==> src/rtl/string_to_unsigned_parser_core_assert.svh <==
// Assertion helpers shared by the parser modules.
// They expect clk and rst_n in the scope where they are used.
`ifndef STRING_TO_UNSIGNED_PARSER_CORE_ASSERT_SVH
`define STRING_TO_UNSIGNED_PARSER_CORE_ASSERT_SVH

// Same-cycle implication.
`define SUP_ASSERT_IMPLIES(lbl, ante, cons) \
  lbl: assert property (@(posedge clk) disable iff (!rst_n) (ante) |-> (cons)) \
    else $error("same-cycle check failed");

// Implication checked in the next cycle.
`define SUP_ASSERT_NEXT(lbl, ante, cons) \
  lbl: assert property (@(posedge clk) disable iff (!rst_n) (ante) |=> (cons)) \
    else $error("next-cycle check failed");

`endif

==> src/rtl/sup_pkg.sv <==
`timescale 1ns / 1ps
package sup_pkg;

  localparam logic [7:0] CH_MINUS  = 8'h2D;
  localparam logic [7:0] CH_PLUS   = 8'h2B;
  localparam logic [7:0] CH_LOW_X  = 8'h78;
  localparam logic [7:0] CH_UP_X   = 8'h58;
  localparam logic [7:0] CH_ZERO   = 8'h30;
  localparam logic [7:0] CH_NINE   = 8'h39;
  localparam logic [7:0] CH_UP_A   = 8'h41;
  localparam logic [7:0] CH_UP_Z   = 8'h5A;
  localparam logic [7:0] CH_LOW_A  = 8'h61;
  localparam logic [7:0] CH_LOW_Z  = 8'h7A;
  localparam logic [7:0] CH_SPACE  = 8'h20;
  localparam logic [7:0] CH_TAB    = 8'h09;
  localparam logic [7:0] CH_CR     = 8'h0D;
  localparam logic [7:0] UP_BIAS   = 8'h37;  // 'A' - 10
  localparam logic [7:0] LOW_BIAS  = 8'h57;  // 'a' - 10

  localparam logic [5:0] BASE_RESET = 6'd10;
  localparam logic [5:0] BASE_OCT   = 6'd8;
  localparam logic [5:0] BASE_DEC   = 6'd10;
  localparam logic [5:0] BASE_HEX   = 6'd16;
  localparam logic [5:0] BASE_AUTO  = 6'd0;

  // One character after classification.
  typedef struct packed {
    logic       start;
    logic       is_space;
    logic       is_minus;
    logic       is_plus;
    logic       is_x;
    logic       dig_ok;
    logic [5:0] dig;
  } sup_item_t;

endpackage

==> src/rtl/sup_front.sv <==
`timescale 1ns / 1ps
module sup_front import sup_pkg::*; (
  input  logic      clk,
  input  logic      rst_n,
  input  logic      push,
  input  logic [7:0] char_code,
  input  logic      string_start,
  output logic      full,
  output sup_item_t head,
  output logic      head_valid,
  input  logic      head_take
);

  sup_item_t  cls;
  sup_item_t  q_r [2];
  logic       wr_ptr_r;
  logic       rd_ptr_r;
  logic [1:0] cnt_r;
  logic       wr_en;
  logic       rd_en;

  always_comb begin
    cls          = '0;
    cls.start    = string_start;
    cls.is_space = (char_code == CH_SPACE) || (char_code >= CH_TAB && char_code <= CH_CR);
    cls.is_minus = (char_code == CH_MINUS);
    cls.is_plus  = (char_code == CH_PLUS);
    cls.is_x     = (char_code == CH_LOW_X) || (char_code == CH_UP_X);
    if (char_code >= CH_ZERO && char_code <= CH_NINE) begin
      cls.dig_ok = 1'b1;
      cls.dig    = 6'(char_code - CH_ZERO);
    end else if (char_code >= CH_UP_A && char_code <= CH_UP_Z) begin
      cls.dig_ok = 1'b1;
      cls.dig    = 6'(char_code - UP_BIAS);
    end else if (char_code >= CH_LOW_A && char_code <= CH_LOW_Z) begin
      cls.dig_ok = 1'b1;
      cls.dig    = 6'(char_code - LOW_BIAS);
    end
  end

  assign full       = (cnt_r == 2'd2);
  assign head_valid = (cnt_r != 2'd0);
  assign head       = q_r[rd_ptr_r];
  assign wr_en      = push && !full;
  assign rd_en      = head_take && head_valid;

  always_ff @(posedge clk) begin
    if (wr_en) begin
      q_r[wr_ptr_r] <= cls;
    end
  end

  always_ff @(posedge clk) begin
    if (!rst_n) begin
      wr_ptr_r <= 1'b0;
      rd_ptr_r <= 1'b0;
      cnt_r    <= 2'd0;
    end else begin
      if (wr_en) wr_ptr_r <= ~wr_ptr_r;
      if (rd_en) rd_ptr_r <= ~rd_ptr_r;
      cnt_r <= cnt_r + 2'(wr_en) - 2'(rd_en);
    end
  end

endmodule

==> src/rtl/sup_back.sv <==
`timescale 1ns / 1ps
module sup_back import sup_pkg::*; #(
  parameter int VALUE_BITS  = 32,
  parameter int OFFSET_BITS = 16
) (
  input  logic                              clk,
  input  logic                              rst_n,
  input  logic [5:0]                        number_base,
  input  sup_item_t                         item,
  input  logic                              item_valid,
  output logic                              item_take,
  input  logic                              res_full,
  output logic                              res_push,
  output logic [VALUE_BITS+OFFSET_BITS+1:0] res_data
);

  `include "string_to_unsigned_parser_core_assert.svh"

  localparam int PW = VALUE_BITS + 6;

  typedef enum logic [2:0] {
    PH_IDLE,
    PH_SPACE,
    PH_FIRST,
    PH_PREFIX,
    PH_DIGITS
  } phase_t;

  phase_t                 phase_r, ph;
  logic [VALUE_BITS-1:0]  acc_r, acc;
  logic [5:0]             base_r, base;
  logic                   neg_r, neg;
  logic                   ovf_r, ovf;
  logic                   dig_r, dig;
  logic [OFFSET_BITS-1:0] pos_r, pos;
  logic                   cont, adv, res;
  logic [5:0]             mul_base;
  logic [PW-1:0]          prod;
  logic [VALUE_BITS-1:0]  value;
  logic                   fire;

  assign fire      = item_valid && !res_full;
  assign item_take = fire;

  always_comb begin
    ph   = item.start ? PH_SPACE : phase_r;
    acc  = item.start ? '0 : acc_r;
    base = item.start ? number_base : base_r;
    neg  = item.start ? 1'b0 : neg_r;
    ovf  = item.start ? 1'b0 : ovf_r;
    dig  = item.start ? 1'b0 : dig_r;
    pos  = item.start ? '0 : pos_r;
    cont = (ph != PH_IDLE);
    adv  = 1'b0;
    res  = 1'b0;
    prod = '0;
    mul_base = 6'd1;

    if (cont && ph == PH_SPACE) begin
      if (item.is_space) begin
        adv  = 1'b1;
        cont = 1'b0;
      end else if (item.is_minus || item.is_plus) begin
        neg  = item.is_minus;
        ph   = PH_FIRST;
        adv  = 1'b1;
        cont = 1'b0;
      end else begin
        ph = PH_FIRST;
      end
    end

    if (cont && ph == PH_FIRST) begin
      if ((base == BASE_AUTO || base == BASE_HEX) && item.dig_ok && item.dig == 6'd0) begin
        ph   = PH_PREFIX;
        adv  = 1'b1;
        cont = 1'b0;
      end else begin
        if (base == BASE_AUTO) base = BASE_DEC;
        ph = PH_DIGITS;
      end
    end else if (cont && ph == PH_PREFIX) begin
      if (item.is_x) begin
        base = BASE_HEX;
        ph   = PH_DIGITS;
        adv  = 1'b1;
        cont = 1'b0;
      end else begin
        // The leading zero counts as a digit; the accumulator stays zero.
        base = (base == BASE_AUTO) ? BASE_OCT : BASE_HEX;
        dig  = 1'b1;
        ph   = PH_DIGITS;
      end
    end

    if (cont) begin
      if (item.dig_ok && item.dig < base) begin
        mul_base = (base == 6'd0) ? 6'd1 : base;
        prod     = PW'(acc) * PW'(mul_base) + PW'(item.dig);
        dig      = 1'b1;
        adv      = 1'b1;
        if (ovf || prod[PW-1:VALUE_BITS] != '0) begin
          ovf = 1'b1;
        end else begin
          acc = prod[VALUE_BITS-1:0];
        end
      end else begin
        res = 1'b1;
        ph  = PH_IDLE;
      end
    end

    if (adv && pos != '1) pos = pos + 1'b1;

    if (ovf) begin
      value = '1;
    end else if (neg) begin
      value = ~acc + 1'b1;
    end else begin
      value = acc;
    end
  end

  assign res_push = fire && res;
  assign res_data = {value, ovf, dig, dig ? pos : {OFFSET_BITS{1'b0}}};

  always_ff @(posedge clk) begin
    if (!rst_n) begin
      phase_r <= PH_IDLE;
      acc_r   <= '0;
      base_r  <= '0;
      neg_r   <= 1'b0;
      ovf_r   <= 1'b0;
      dig_r   <= 1'b0;
      pos_r   <= '0;
    end else if (fire) begin
      phase_r <= ph;
      acc_r   <= acc;
      base_r  <= base;
      neg_r   <= neg;
      ovf_r   <= ovf;
      dig_r   <= dig;
      pos_r   <= pos;
    end
  end

  `SUP_ASSERT_NEXT(a_idle_after_result, res_push, phase_r == PH_IDLE)
  `SUP_ASSERT_NEXT(a_hold_without_item, !fire, $stable(phase_r) && $stable(acc_r))
  `SUP_ASSERT_IMPLIES(a_ovf_all_ones, res_push && ovf, value == {VALUE_BITS{1'b1}})

endmodule

==> src/rtl/sup_res_q.sv <==
`timescale 1ns / 1ps
module sup_res_q #(
  parameter int DATA_W = 50
) (
  input  logic              clk,
  input  logic              rst_n,
  input  logic              push,
  input  logic [DATA_W-1:0] din,
  output logic              full,
  output logic              empty,
  input  logic              pop,
  output logic [DATA_W-1:0] dout
);

  `include "string_to_unsigned_parser_core_assert.svh"

  logic [DATA_W-1:0] q_r [2];
  logic              wr_ptr_r;
  logic              rd_ptr_r;
  logic [1:0]        cnt_r;
  logic              wr_en;
  logic              rd_en;

  assign full  = (cnt_r == 2'd2);
  assign empty = (cnt_r == 2'd0);
  assign dout  = q_r[rd_ptr_r];
  assign wr_en = push && !full;
  assign rd_en = pop && !empty;

  always_ff @(posedge clk) begin
    if (wr_en) begin
      q_r[wr_ptr_r] <= din;
    end
  end

  always_ff @(posedge clk) begin
    if (!rst_n) begin
      wr_ptr_r <= 1'b0;
      rd_ptr_r <= 1'b0;
      cnt_r    <= 2'd0;
    end else begin
      if (wr_en) wr_ptr_r <= ~wr_ptr_r;
      if (rd_en) rd_ptr_r <= ~rd_ptr_r;
      cnt_r <= cnt_r + 2'(wr_en) - 2'(rd_en);
    end
  end

  `SUP_ASSERT_IMPLIES(a_no_push_when_full, push, !full)
  `SUP_ASSERT_IMPLIES(a_count_bounded, 1'b1, cnt_r != 2'd3)
  `SUP_ASSERT_NEXT(a_full_held, full && !pop, full)

endmodule

==> src/rtl/string_to_unsigned_parser_core.sv <==
`timescale 1ns / 1ps
// Channel   Handshake             Payload
// input     push / full           in_char_code, in_string_start
// result    empty / pop           out_parsed_value, out_overflowed, out_digits_seen,
//                                 out_end_offset
// config    cfg_valid / cfg_ready cfg_number_base
//
// One character is taken every cycle unless full; the back end finishes one character
// per cycle unless the result queue is full, with a single multiply-add and range check
// on the accumulator. A terminating character is registered in the classification queue;
// the back end then writes its result to the result queue, whose head drives the outputs.
// Synchronous active-low reset empties both queues and returns the parser to idle.
// Full rises only when the two-entry character queue fills because results are not popped.
module string_to_unsigned_parser_core import sup_pkg::*; #(
  parameter int VALUE_BITS  = 32,
  parameter int OFFSET_BITS = 16
) (
  input  logic                   clk,
  input  logic                   rst_n,
  input  logic                   push,
  output logic                   full,
  input  logic [7:0]             in_char_code,
  input  logic                   in_string_start,
  output logic                   empty,
  input  logic                   pop,
  output logic [VALUE_BITS-1:0]  out_parsed_value,
  output logic                   out_overflowed,
  output logic                   out_digits_seen,
  output logic [OFFSET_BITS-1:0] out_end_offset,
  input  logic                   cfg_valid,
  output logic                   cfg_ready,
  input  logic [5:0]             cfg_number_base
);

  localparam int RES_W = VALUE_BITS + OFFSET_BITS + 2;

  logic [5:0]       number_base_r;
  sup_item_t        head;
  logic             head_valid;
  logic             head_take;
  logic             res_full;
  logic             res_push;
  logic [RES_W-1:0] res_data;
  logic [RES_W-1:0] res_head;

  assign cfg_ready = 1'b1;

  always_ff @(posedge clk) begin
    if (!rst_n) begin
      number_base_r <= BASE_RESET;
    end else if (cfg_valid && cfg_ready) begin
      number_base_r <= cfg_number_base;
    end
  end

  sup_front u_front (
    .clk          (clk),
    .rst_n        (rst_n),
    .push         (push),
    .char_code    (in_char_code),
    .string_start (in_string_start),
    .full         (full),
    .head         (head),
    .head_valid   (head_valid),
    .head_take    (head_take)
  );

  sup_back #(
    .VALUE_BITS  (VALUE_BITS),
    .OFFSET_BITS (OFFSET_BITS)
  ) u_back (
    .clk         (clk),
    .rst_n       (rst_n),
    .number_base (number_base_r),
    .item        (head),
    .item_valid  (head_valid),
    .item_take   (head_take),
    .res_full    (res_full),
    .res_push    (res_push),
    .res_data    (res_data)
  );

  sup_res_q #(
    .DATA_W (RES_W)
  ) u_res_q (
    .clk   (clk),
    .rst_n (rst_n),
    .push  (res_push),
    .din   (res_data),
    .full  (res_full),
    .empty (empty),
    .pop   (pop),
    .dout  (res_head)
  );

  assign out_parsed_value = res_head[RES_W-1 -: VALUE_BITS];
  assign out_overflowed   = res_head[OFFSET_BITS+1];
  assign out_digits_seen  = res_head[OFFSET_BITS];
  assign out_end_offset   = res_head[OFFSET_BITS-1:0];

endmodule

==> config.mk <==
export PLATFORM = sky130hd
export DESIGN_NAME = string_to_unsigned_parser_core
export DESIGN_NICKNAME = d
export VERILOG_FILES = /design/src/rtl/sup_pkg.sv /design/src/rtl/sup_front.sv /design/src/rtl/sup_back.sv /design/src/rtl/sup_res_q.sv /design/src/rtl/string_to_unsigned_parser_core.sv
export VERILOG_INCLUDE_DIRS = /design/src /design/src/rtl
export SDC_FILE = /design/constraint.sdc
export NUM_CORES = 1
export LEC_CHECK = 0
export BUFFER_PORTS_ARGS = -buffer_cell sky130_fd_sc_hd__buf_2
export CAP_MARGIN = 20
export CORE_ASPECT_RATIO = 1.5
export CORE_UTILIZATION = 61
export DETAILED_ROUTE_END_ITERATION = 10
export HOLD_SLACK_MARGIN = 0.08
export PLACE_DENSITY = 0.82
export RECOVER_POWER = 50
export SYNTH_ARGS = -nofsm -noshare
export SYNTH_HDL_FRONTEND = slang
export SYNTH_SLANG_ARGS = --single-unit
export TNS_END_PERCENT = 5
==> constraint.sdc <==
create_clock -name clk -period 12.1 [get_ports clk]
set_input_delay 2.42 -clock clk [delete_from_list [all_inputs] [get_ports clk]]
set_output_delay 2.42 -clock clk [all_outputs]
set_load 0.05 [all_outputs]
==> results of run 1 <==
layout by cell type (no fill, tap or decap), types with 19 or more instances in the layout:
| cell type | synthesis | final |
|---|---|---|
| fa_1 | 124 | 124 |
| o21a_1 | 21 | 21 |
| nand2_1 | 155 | 155 |
| nor2_1 | 327 | 326 |
| o21ai_0 | 70 | 71 |
| nand3_1 | 38 | 38 |
| ha_1 | 103 | 103 |
| mux2i_1 | 42 | 41 |
| nor3_1 | 40 | 40 |
| clkbuf_1 | 66 | 59 |
| and3_1 | 28 | 27 |
| xnor2_1 | 37 | 37 |
| edfxtp_1 | 124 | 124 |
| dfxtp_1 | 76 | 76 |
| a21o_1 | 19 | 19 |
| nand4_1 | 34 | 34 |
| a21oi_1 | 88 | 89 |
| a22oi_1 | 19 | 19 |
| inv_1 | 79 | 79 |
| nor4_1 | 22 | 22 |
| xor2_1 | 28 | 28 |
| a211oi_1 | 25 | 24 |
| buf_4 | 5 | 21 |
| mux2_2 | 61 | 60 |
final cells by class:
class | count | area [sq um]
Clock buffer | 20 | 447
Clock inverter | 11 | 113
Fill cell | 2253 | 9550
Inverter | 81 | 304
Multi-Input combinational cell | 1515 | 11500
Sequential cell | 200 | 5250
Tap cell | 346 | 433
Timing Repair Buffer | 95 | 457
worst max-delay path, delay by kind of cell, from the launching register on:
family | cells | cell delay, ps
compound gates | 10 | 2920
fa+ha+maj | 6 | 2480
buf+inv | 1 | 350
flops | 1 | 880
mux | 2 | 850
simple gates | 14 | 3600
sequential cells by signal, indices dropped and copies added, names as in the netlist, named ones only:
| signal | flops |
|---|---|
| number_base_r | 6 |
| u_back.acc_r | 32 |
| u_back.base_r | 6 |
| u_back.dig_r | 1 |
| u_back.neg_r | 1 |
| u_back.ovf_r | 1 |
| u_back.phase_r | 3 |
| u_back.pos_r | 16 |
| u_front.cnt_r | 2 |
| u_front.q_r | 24 |
| u_front.rd_ptr_r | 1 |
| u_front.wr_ptr_r | 1 |
| u_res_q.cnt_r | 2 |
| u_res_q.q_r | 100 |
| u_res_q.rd_ptr_r | 1 |
| u_res_q.wr_ptr_r | 1 |
layer usage:
layer	vias up	GRT usage, %	share of wire [%]
li1	6757	-	-
met1	6999	39.2	39
met2	719	53.7	49
met3	133	3.97	7.2
met4	0	14.8	4.1
met5	-	0	0
report_power, final:
part	internal (W)	switching (W)
clock network	0.000292	0.000255
registers	0.000931	0.0000812
logic	0.000649	0.00145
total	0.00187	0.00179
kinds of logic (layout without fill, tap and decap cells):
family | after synthesis | count (layout) | share of synthesized area, %
xor+xnor | 65 | 65 | 3.26
simple gates | 749 | 749 | 20.0
other cells | 1 | 1 | 0.0214
fa+ha+maj | 227 | 227 | 21.6
compound gates | 368 | 368 | 14.3
mux | 105 | 105 | 6.50
buf+inv | 186 | 207 | 4.37
flops | 200 | 200 | 30.0
through the flow:
| stage | power, W | setup slack, ps | hold slack (ps) | area [sq um] | instances |
|---|---|---|---|---|---|
| after floorplan | 0.00260 | 2420 | 441 | 17500 | 1901 |
| after global placement | 0.00304 | 980 | 457 | 18000 | 2235 |
| after CTS | 0.00366 | 643 | 477 | 18600 | 2267 |
| final | 0.00366 | 713 | 474 | 18500 | 2268 |
| after detailed placement | 0.00310 | 656 | 467 | 18000 | 2236 |
| after global routing | 0.00388 | 110 | 491 | 18500 | 2268 |
worst max-delay path by stage:
stage	from	to	slack [ps]
after floorplan	flop	u_res_q.q_r[0][48]$_DFFE_PP_	2420
after CTS	flop	u_res_q.q_r[1][46]$_DFFE_PP_	640
after detailed placement	flop	u_res_q.q_r[1][46]$_DFFE_PP_	660
final	flop	u_res_q.q_r[1][46]$_DFFE_PP_	710
after global routing	flop	u_res_q.q_r[0][46]$_DFFE_PP_	110
after global placement	flop	u_res_q.q_r[0][48]$_DFFE_PP_	980
repair_timing:
| item | CTS | global route |
|---|---|---|
| hold buffers | 0 | 0 |
| resized for setup | 0 | 1 |
| setup endpoints to repair | 0 | 6 |
==> summary.md, run 1 <==
| Metric | Value |
|---|---|
| Status | `complete, but fails checks` |
| Failing checks | `max-capacitance violations, max-slew violations` |
| Final Util | `66.0%` |
| Final #Nets | `2,157` |
| Peak supply drop | `0.137 mV` |
| Hold worst-path end | `u_back.pos_r[0]$_SDFFE_PN0P_` |
| Req. time, crit path | `12,270 ps` |
| Setup Skew | `15.8 ps` |
| # IOs | `73` |
| Async S/R FF share, synth | `0%` |
| Skew-Pair Late Insertion Delay | `450 ps` |
| Tcrit/Tclk final | `94.1%` |
| Row count | `75` |
| Die Ht | `209 um` |
| Hold Path Class | `reg2reg` |
| Area Overhead vs Synth | `5.85%` |
| Fmax | `87.8 MHz` |
| Post-Syn Area | `17,500 sq um` |
| Slowest CP cell | `dfxtp_1` |
| CP endpoint kind | `flop` |
| Largest net degree at the start of global routing | `83` |
| RSZ-0062 raised after global routing | `no` |
| Number of routed nets with antenna violations | `0` |
| HPWL after detailed placement | `33,900 um` |
| Max-slew violations | `164` |
| Core footprint | `28,100 sq um` |
| # clock sinks | `200` |
| EDFF count, synth | `124` |
| Total track usage | `31.3%` |
| Worst Setup Start Kind | `flop` |
| Via count | `14,608` |
| CTS tree | `done` |
| Cell with the most instances after synthesis | `nor2_1` |
| Relative slew slack | `-103%` |
| WL per Instance | `19.5 um` |
| PwrDens | `198 nW/um^2` |
| Share of cells above drive strength 1 | `9.37%` |
| Clk root buf | `clkbuf_16` |
| Remaining global-route overflow | `0` |
| First-pass DRT Iterations | `6` |
| Setup violations, final | `0` |
| Most frequent cells after synthesis | `nor2_1, nand2_1, edfxtp_1, fa_1, ha_1` |
| DRT iter0 DRCs | `1,267` |
| Initial cell density of the core | `62.3%` |
| Synth Area per Inst | `9.20 sq um` |
| Hold_sp | `u_back.pos_r[0]$_SDFFE_PN0P_` |
| Register area share after synthesis | `30.0%` |
| H-tree depth | `4` |
| R2R depth | `33` |
| Setup TNS | `0 ps` |
| DRC | `0` |
| Top cell type by total area after synthesis | `edfxtp_1` |
| Post-synth cell types | `87` |
| Primary FF master, synth | `edfxtp_1` |
| Slowest Stage Delay on Critical Path | `880 ps` |
| Synth Instances | `1,901` |
| Vias in the first global route | `14,681` |
| Yosys reg bits | `200` |
| Global-route wire length before repair | `73,300 um` |
| GP Congestion | `0.923` |
| Synth warn | `0` |
| Post-CTS Repair Setup Buffers | `0` |
| Clock Path Buffers | `2` |
| Slew @ Worst Pin | `3040 ps` |
| Internal reg-to-reg setup slack | `710 ps` |
| Capturing point of the worst reg2reg path | `u_res_q.q_r[1][46]$_DFFE_PP_` |
| Initial antenna violation count | `0` |
| Pleak | `7.72 nW` |
| Synth top area share | `21.3%` |
| Chip width | `140 um` |
| Critical Path AT | `11,560 ps` |
| Max-capacitance violation count | `4` |
| Number of buffers created by CTS | `17` |
| Port bufs | `71` |
| Die Area | `29,400 sq um` |
| Crit path top cell by count | `nand2_1` |
| Detailed Route WL | `44,200 um` |
| Antenna Cells | `0` |
| CTS clk-pin slew, worst paths | `70 ps` |
| Hold Vio Cnt, Final | `0` |
| Crit-path max FO | `31` |
| Worst Hold Depth | `2` |
| Via/cell ratio | `6.44` |
| Syn Nets | `2,148` |
| Crit path kind | `reg2reg` |
| Largest cells by area after synthesis | `edfxtp_1, fa_1, dfxtp_1` |
| Min Tclk post-route | `11,390 ps` |
Note: power is estimated with default switching activity, not from simulation.
==> run 2, diff against run 1 <==
Settings changed: SYNTH_HIERARCHICAL set to 1.
==> run 2 against run 1 <==
Against the previous run:
- via count grew 3.1%
- the flow still finishes with violations (max-capacitance violations, max-slew violations)
- maximum frequency grew 2.5%
- worst hold slack lost 8.1 ps
- area after synthesis grew 2.5%
- clock-buffer cell count grew 1
- clock power is essentially flat
- worst setup slack gained 280 ps
- sequential cell count is the same
- sequential power shrank 4%
- global-route usage grew 1.8 points
==> summary.md, run 2 <==
| Metric | Value |
|---|---|
| Status | `complete, but fails checks` |
| Failing checks | `max-capacitance violations, max-slew violations` |
| WL per Instance | `20.6 um (+5.8%)` |
| Primary FF master, synth | `edfxtp_1` |
| Setup violations, final | `0 (unchanged)` |
| Port bufs | `71 (unchanged)` |
| CTS clk-pin slew, worst paths | `70 ps (about the same)` |
| Hold Path Class | `reg2reg` |
| Skew-Pair Late Insertion Delay | `450 ps (about the same)` |
| Worst Setup EP | `u_res_q/q_r[1][42]$_DFFE_PP_` |
| EDFF count, synth | `124 (unchanged)` |
| R2R depth | `33 (unchanged)` |
| Largest cells by area after synthesis | `edfxtp_1, fa_1, dfxtp_1` |
| DRT iter0 DRCs | `1,494 (+18%)` |
| Via count | `15,064 (+3.1%)` |
| Finished Layout Cells | `2,333 (+2.9%)` |
| Fin area | `18,700 sq um (+0.95%)` |
| Initial antenna violation count | `0 (unchanged)` |
| Placed instance area | `18,300 sq um (+1.7%)` |
| Via/cell ratio | `6.46 (+0.25%)` |
| Pleak | `7.89 nW (+2.2%)` |
| Internal reg-to-reg setup slack | `990 ps (+280 ps)` |
| RSZ-0062 raised after global routing | `no` |
| Antenna Cells | `0 (unchanged)` |
| Crit-path max FO | `32 (+3.2%)` |
| GP Congestion | `0.984 (+6.6%)` |
| CP Depth | `33 (unchanged)` |
| CTS Hold Bufs | `0 (unchanged)` |
| Top cell type by total area after synthesis | `edfxtp_1` |
| Min Tclk post-route | `11,110 ps (-279 ps)` |
| Detailed Route WL | `48,100 um (+8.8%)` |
| Total track usage | `33.1% (+1.8 points)` |
| Post-synth cell types | `108 (+24%)` |
| Largest register FFs | `100 (unchanged)` |
| Largest net degree at the start of global routing | `70 (-16%)` |
| CTS tree | `done` |
| Max-slew violations | `179 (+9.1%)` |
| Synth Area per Inst | `9.29 sq um (+1.0%)` |
| Synth top area share | `20.8% (-0.52 points)` |
| Post-Syn Area | `17,900 sq um (+2.5%)` |
| Global-route wire length before repair | `76,900 um (+5.0%)` |
| Biggest regs | `u_res_q/q_r x100, u_back/acc_r x32, u_front/q_r x24` |
| H-tree depth | `4 (unchanged)` |
| Core footprint | `28,800 sq um (+2.7%)` |
| Post-CTS resize count | `0 (unchanged)` |
| Clock Path Buffers | `2 (unchanged)` |
| Async S/R FF share, synth | `0% (unchanged)` |
| Area Overhead vs Synth | `4.24%` |
| Yosys reg bits | `200 (unchanged)` |
| Fmax | `90.0 MHz (+2.5%)` |
| Setup TNS | `0 ps (unchanged)` |
| CP endpoint kind | `flop` |
| Critical Path AT | `11,300 ps (-260 ps)` |
| Crit path kind | `reg2reg` |
| HPWL after detailed placement | `36,400 um (+7.5%)` |
| Req. time, crit path | `12,290 ps (+20 ps)` |
| Worst Setup Start Kind | `flop` |
| Slew @ Worst Pin | `2380 ps (-661 ps)` |
| Die Area | `30,100 sq um (+2.5%)` |
| Chip width | `142 um (+1.2%)` |
| Syn Nets | `2,174 (+1.2%)` |
| Final #Nets | `2,175 (+0.83%)` |
| Register area share after synthesis | `29.3% (-0.73 points)` |
| Remaining global-route overflow | `0 (unchanged)` |
| PwrDens | `202 nW/um^2 (+2.0%)` |
| Row count | `76 (+1.3%)` |
| Share of cells above drive strength 1 | `8.85% (-0.51 points)` |
| Cell with the most instances after synthesis | `nor2_1` |
| Reg with most FFs | `u_res_q/q_r` |
| Synth warn | `6 (+6)` |
| Number of routed nets with antenna violations | `0 (unchanged)` |
| Most frequent cells in the layout | `nor2_1, nand2_1, fa_1, edfxtp_1, a21oi_1` |
| Slowest Stage Delay on Critical Path | `760 ps (-120 ps)` |
| Worst path top cell family by delay | `simple AND/OR/NAND/NOR gates` |
| Crit path top cell by count | `nor2_1` |
| # IOs | `73 (unchanged)` |
| Max-capacitance violation count | `4 (unchanged)` |
| Vias in the first global route | `14,891 (+1.4%)` |
| Slowest CP cell | `or4b_4` |
| Peak supply drop | `0.113 mV (-18%)` |
| Final Util | `64.9% (-1.1 points)` |
| Critical path buffers and inverters | `2 (+1)` |
| Hold_sp | `u_back/acc_r[21]$_SDFFE_PN0P_` |
| Clk root buf | `clkbuf_16` |
| Post-CTS Repair Setup Buffers | `0 (unchanged)` |
| # clock sinks | `200 (unchanged)` |
| First-pass DRT Iterations | `6 (unchanged)` |
| Number of buffers created by CTS | `17 (unchanged)` |
| Synth Instances | `1,929 (+1.5%)` |
| Die Ht | `212 um (+1.2%)` |
| Hold Vio Cnt, Final | `0 (unchanged)` |
| Tcrit/Tclk final | `91.8% (-2.3 points)` |
| Placed Cells incl. Taps | `2,300 (+2.9%)` |
| Setup Skew | `9.78 ps (-6.06 ps)` |
| Most common cell after layout, fill and taps aside | `nor2_1` |
| Relative slew slack | `-58.5% (+44 points)` |
| Initial cell density of the core | `62.2% (-0.11 points)` |
| DRC | `0 (unchanged)` |
| Worst Hold Slack | `466 ps (-8.08 ps)` |
| Most frequent cells after synthesis | `nor2_1, nand2_1, edfxtp_1, fa_1, a21oi_1` |
| Capturing point of the worst reg2reg path | `u_res_q/q_r[1][42]$_DFFE_PP_` |
==> run 2: cell type report <==
class	count	area (sq um)
Clock inverter	11	109
Fill cell	2342	10100
Multi-Input combinational cell	1545	11600
Tap cell	390	488
Clock buffer	21	460
Timing Repair Buffer	90	475
Sequential cell	200	5250
Inverter	76	285
==> run 2: worst register-to-register path, delay by kind of cell, from the launching register on <==
family / cells / cell delay, ps
AO/OA/AOI/OAI: 9 / 2250
adder cells (fa/ha/maj): 6 / 2660
buffers and inverters: 2 / 480
flip-flops: 1 / 650
multiplexers: 1 / 610
AND/OR/NAND/NOR: 15 / 4220
==> run 2: power by group <==
group | internal (W) | switching, W | leakage, nW
combinational | 0.000696 | 0.00156 | 5.86
sequential | 0.000881 | 0.0000892 | 1.75
clock | 0.000283 | 0.000264 | 0.280
total | 0.00186 | 0.00191 | 7.89
==> run 2: through the flow <==
stage	total power (W)	worst slack (ps)
2_1_floorplan	0.00272	2710
3_3_place_gp	0.00317	1720
3_5_place_dp	0.00322	1490
4_1_cts	0.00377	1370
5_1_grt	0.00399	419
6_report	0.00377	992
==> run 2: logic make-up after synthesis <==
group / Yosys count / share of synthesized area, %
DFF: 200 / 29.3
xor gates and xnor gates: 68 / 3.32
and+or+nand+nor: 774 / 20.7
adders and majority gates: 225 / 20.9
buffers and inverters: 184 / 4.91
other: 1 / 0.0209
AOI/OAI and AO/OA: 390 / 14.5
muxes: 87 / 6.41
==> run 2: worst min-delay path by stage <==
stage / to / slack, ps / depth (start not counted)
after CTS: u_back/acc_r[21]$_SDFFE_PN0P_ / 470 / 2
final: u_back/acc_r[21]$_SDFFE_PN0P_ / 470 / 2
after detailed placement: u_back/acc_r[21]$_SDFFE_PN0P_ / 460 / 2
after global placement: u_back/ovf_r$_SDFFE_PN0P_ / 450 / 2
after floorplan: u_back/acc_r[21]$_SDFFE_PN0P_ / 440 / 2
after global routing: u_back/ovf_r$_SDFFE_PN0P_ / 500 / 2
==> run 2: routing by layer <==
metal | part of all wire [%] | wire (um) | vias to the layer above | global-route usage (%)
met2 | 50 | 23900 | 748 | 57.2
li1 | - | - | 6845 | -
met4 | 4.6 | 2230 | 0 | 16.4
met5 | 0 | 0 | - | 0
met3 | 7.9 | 3790 | 173 | 5.88
met1 | 38 | 18200 | 7298 | 39.3
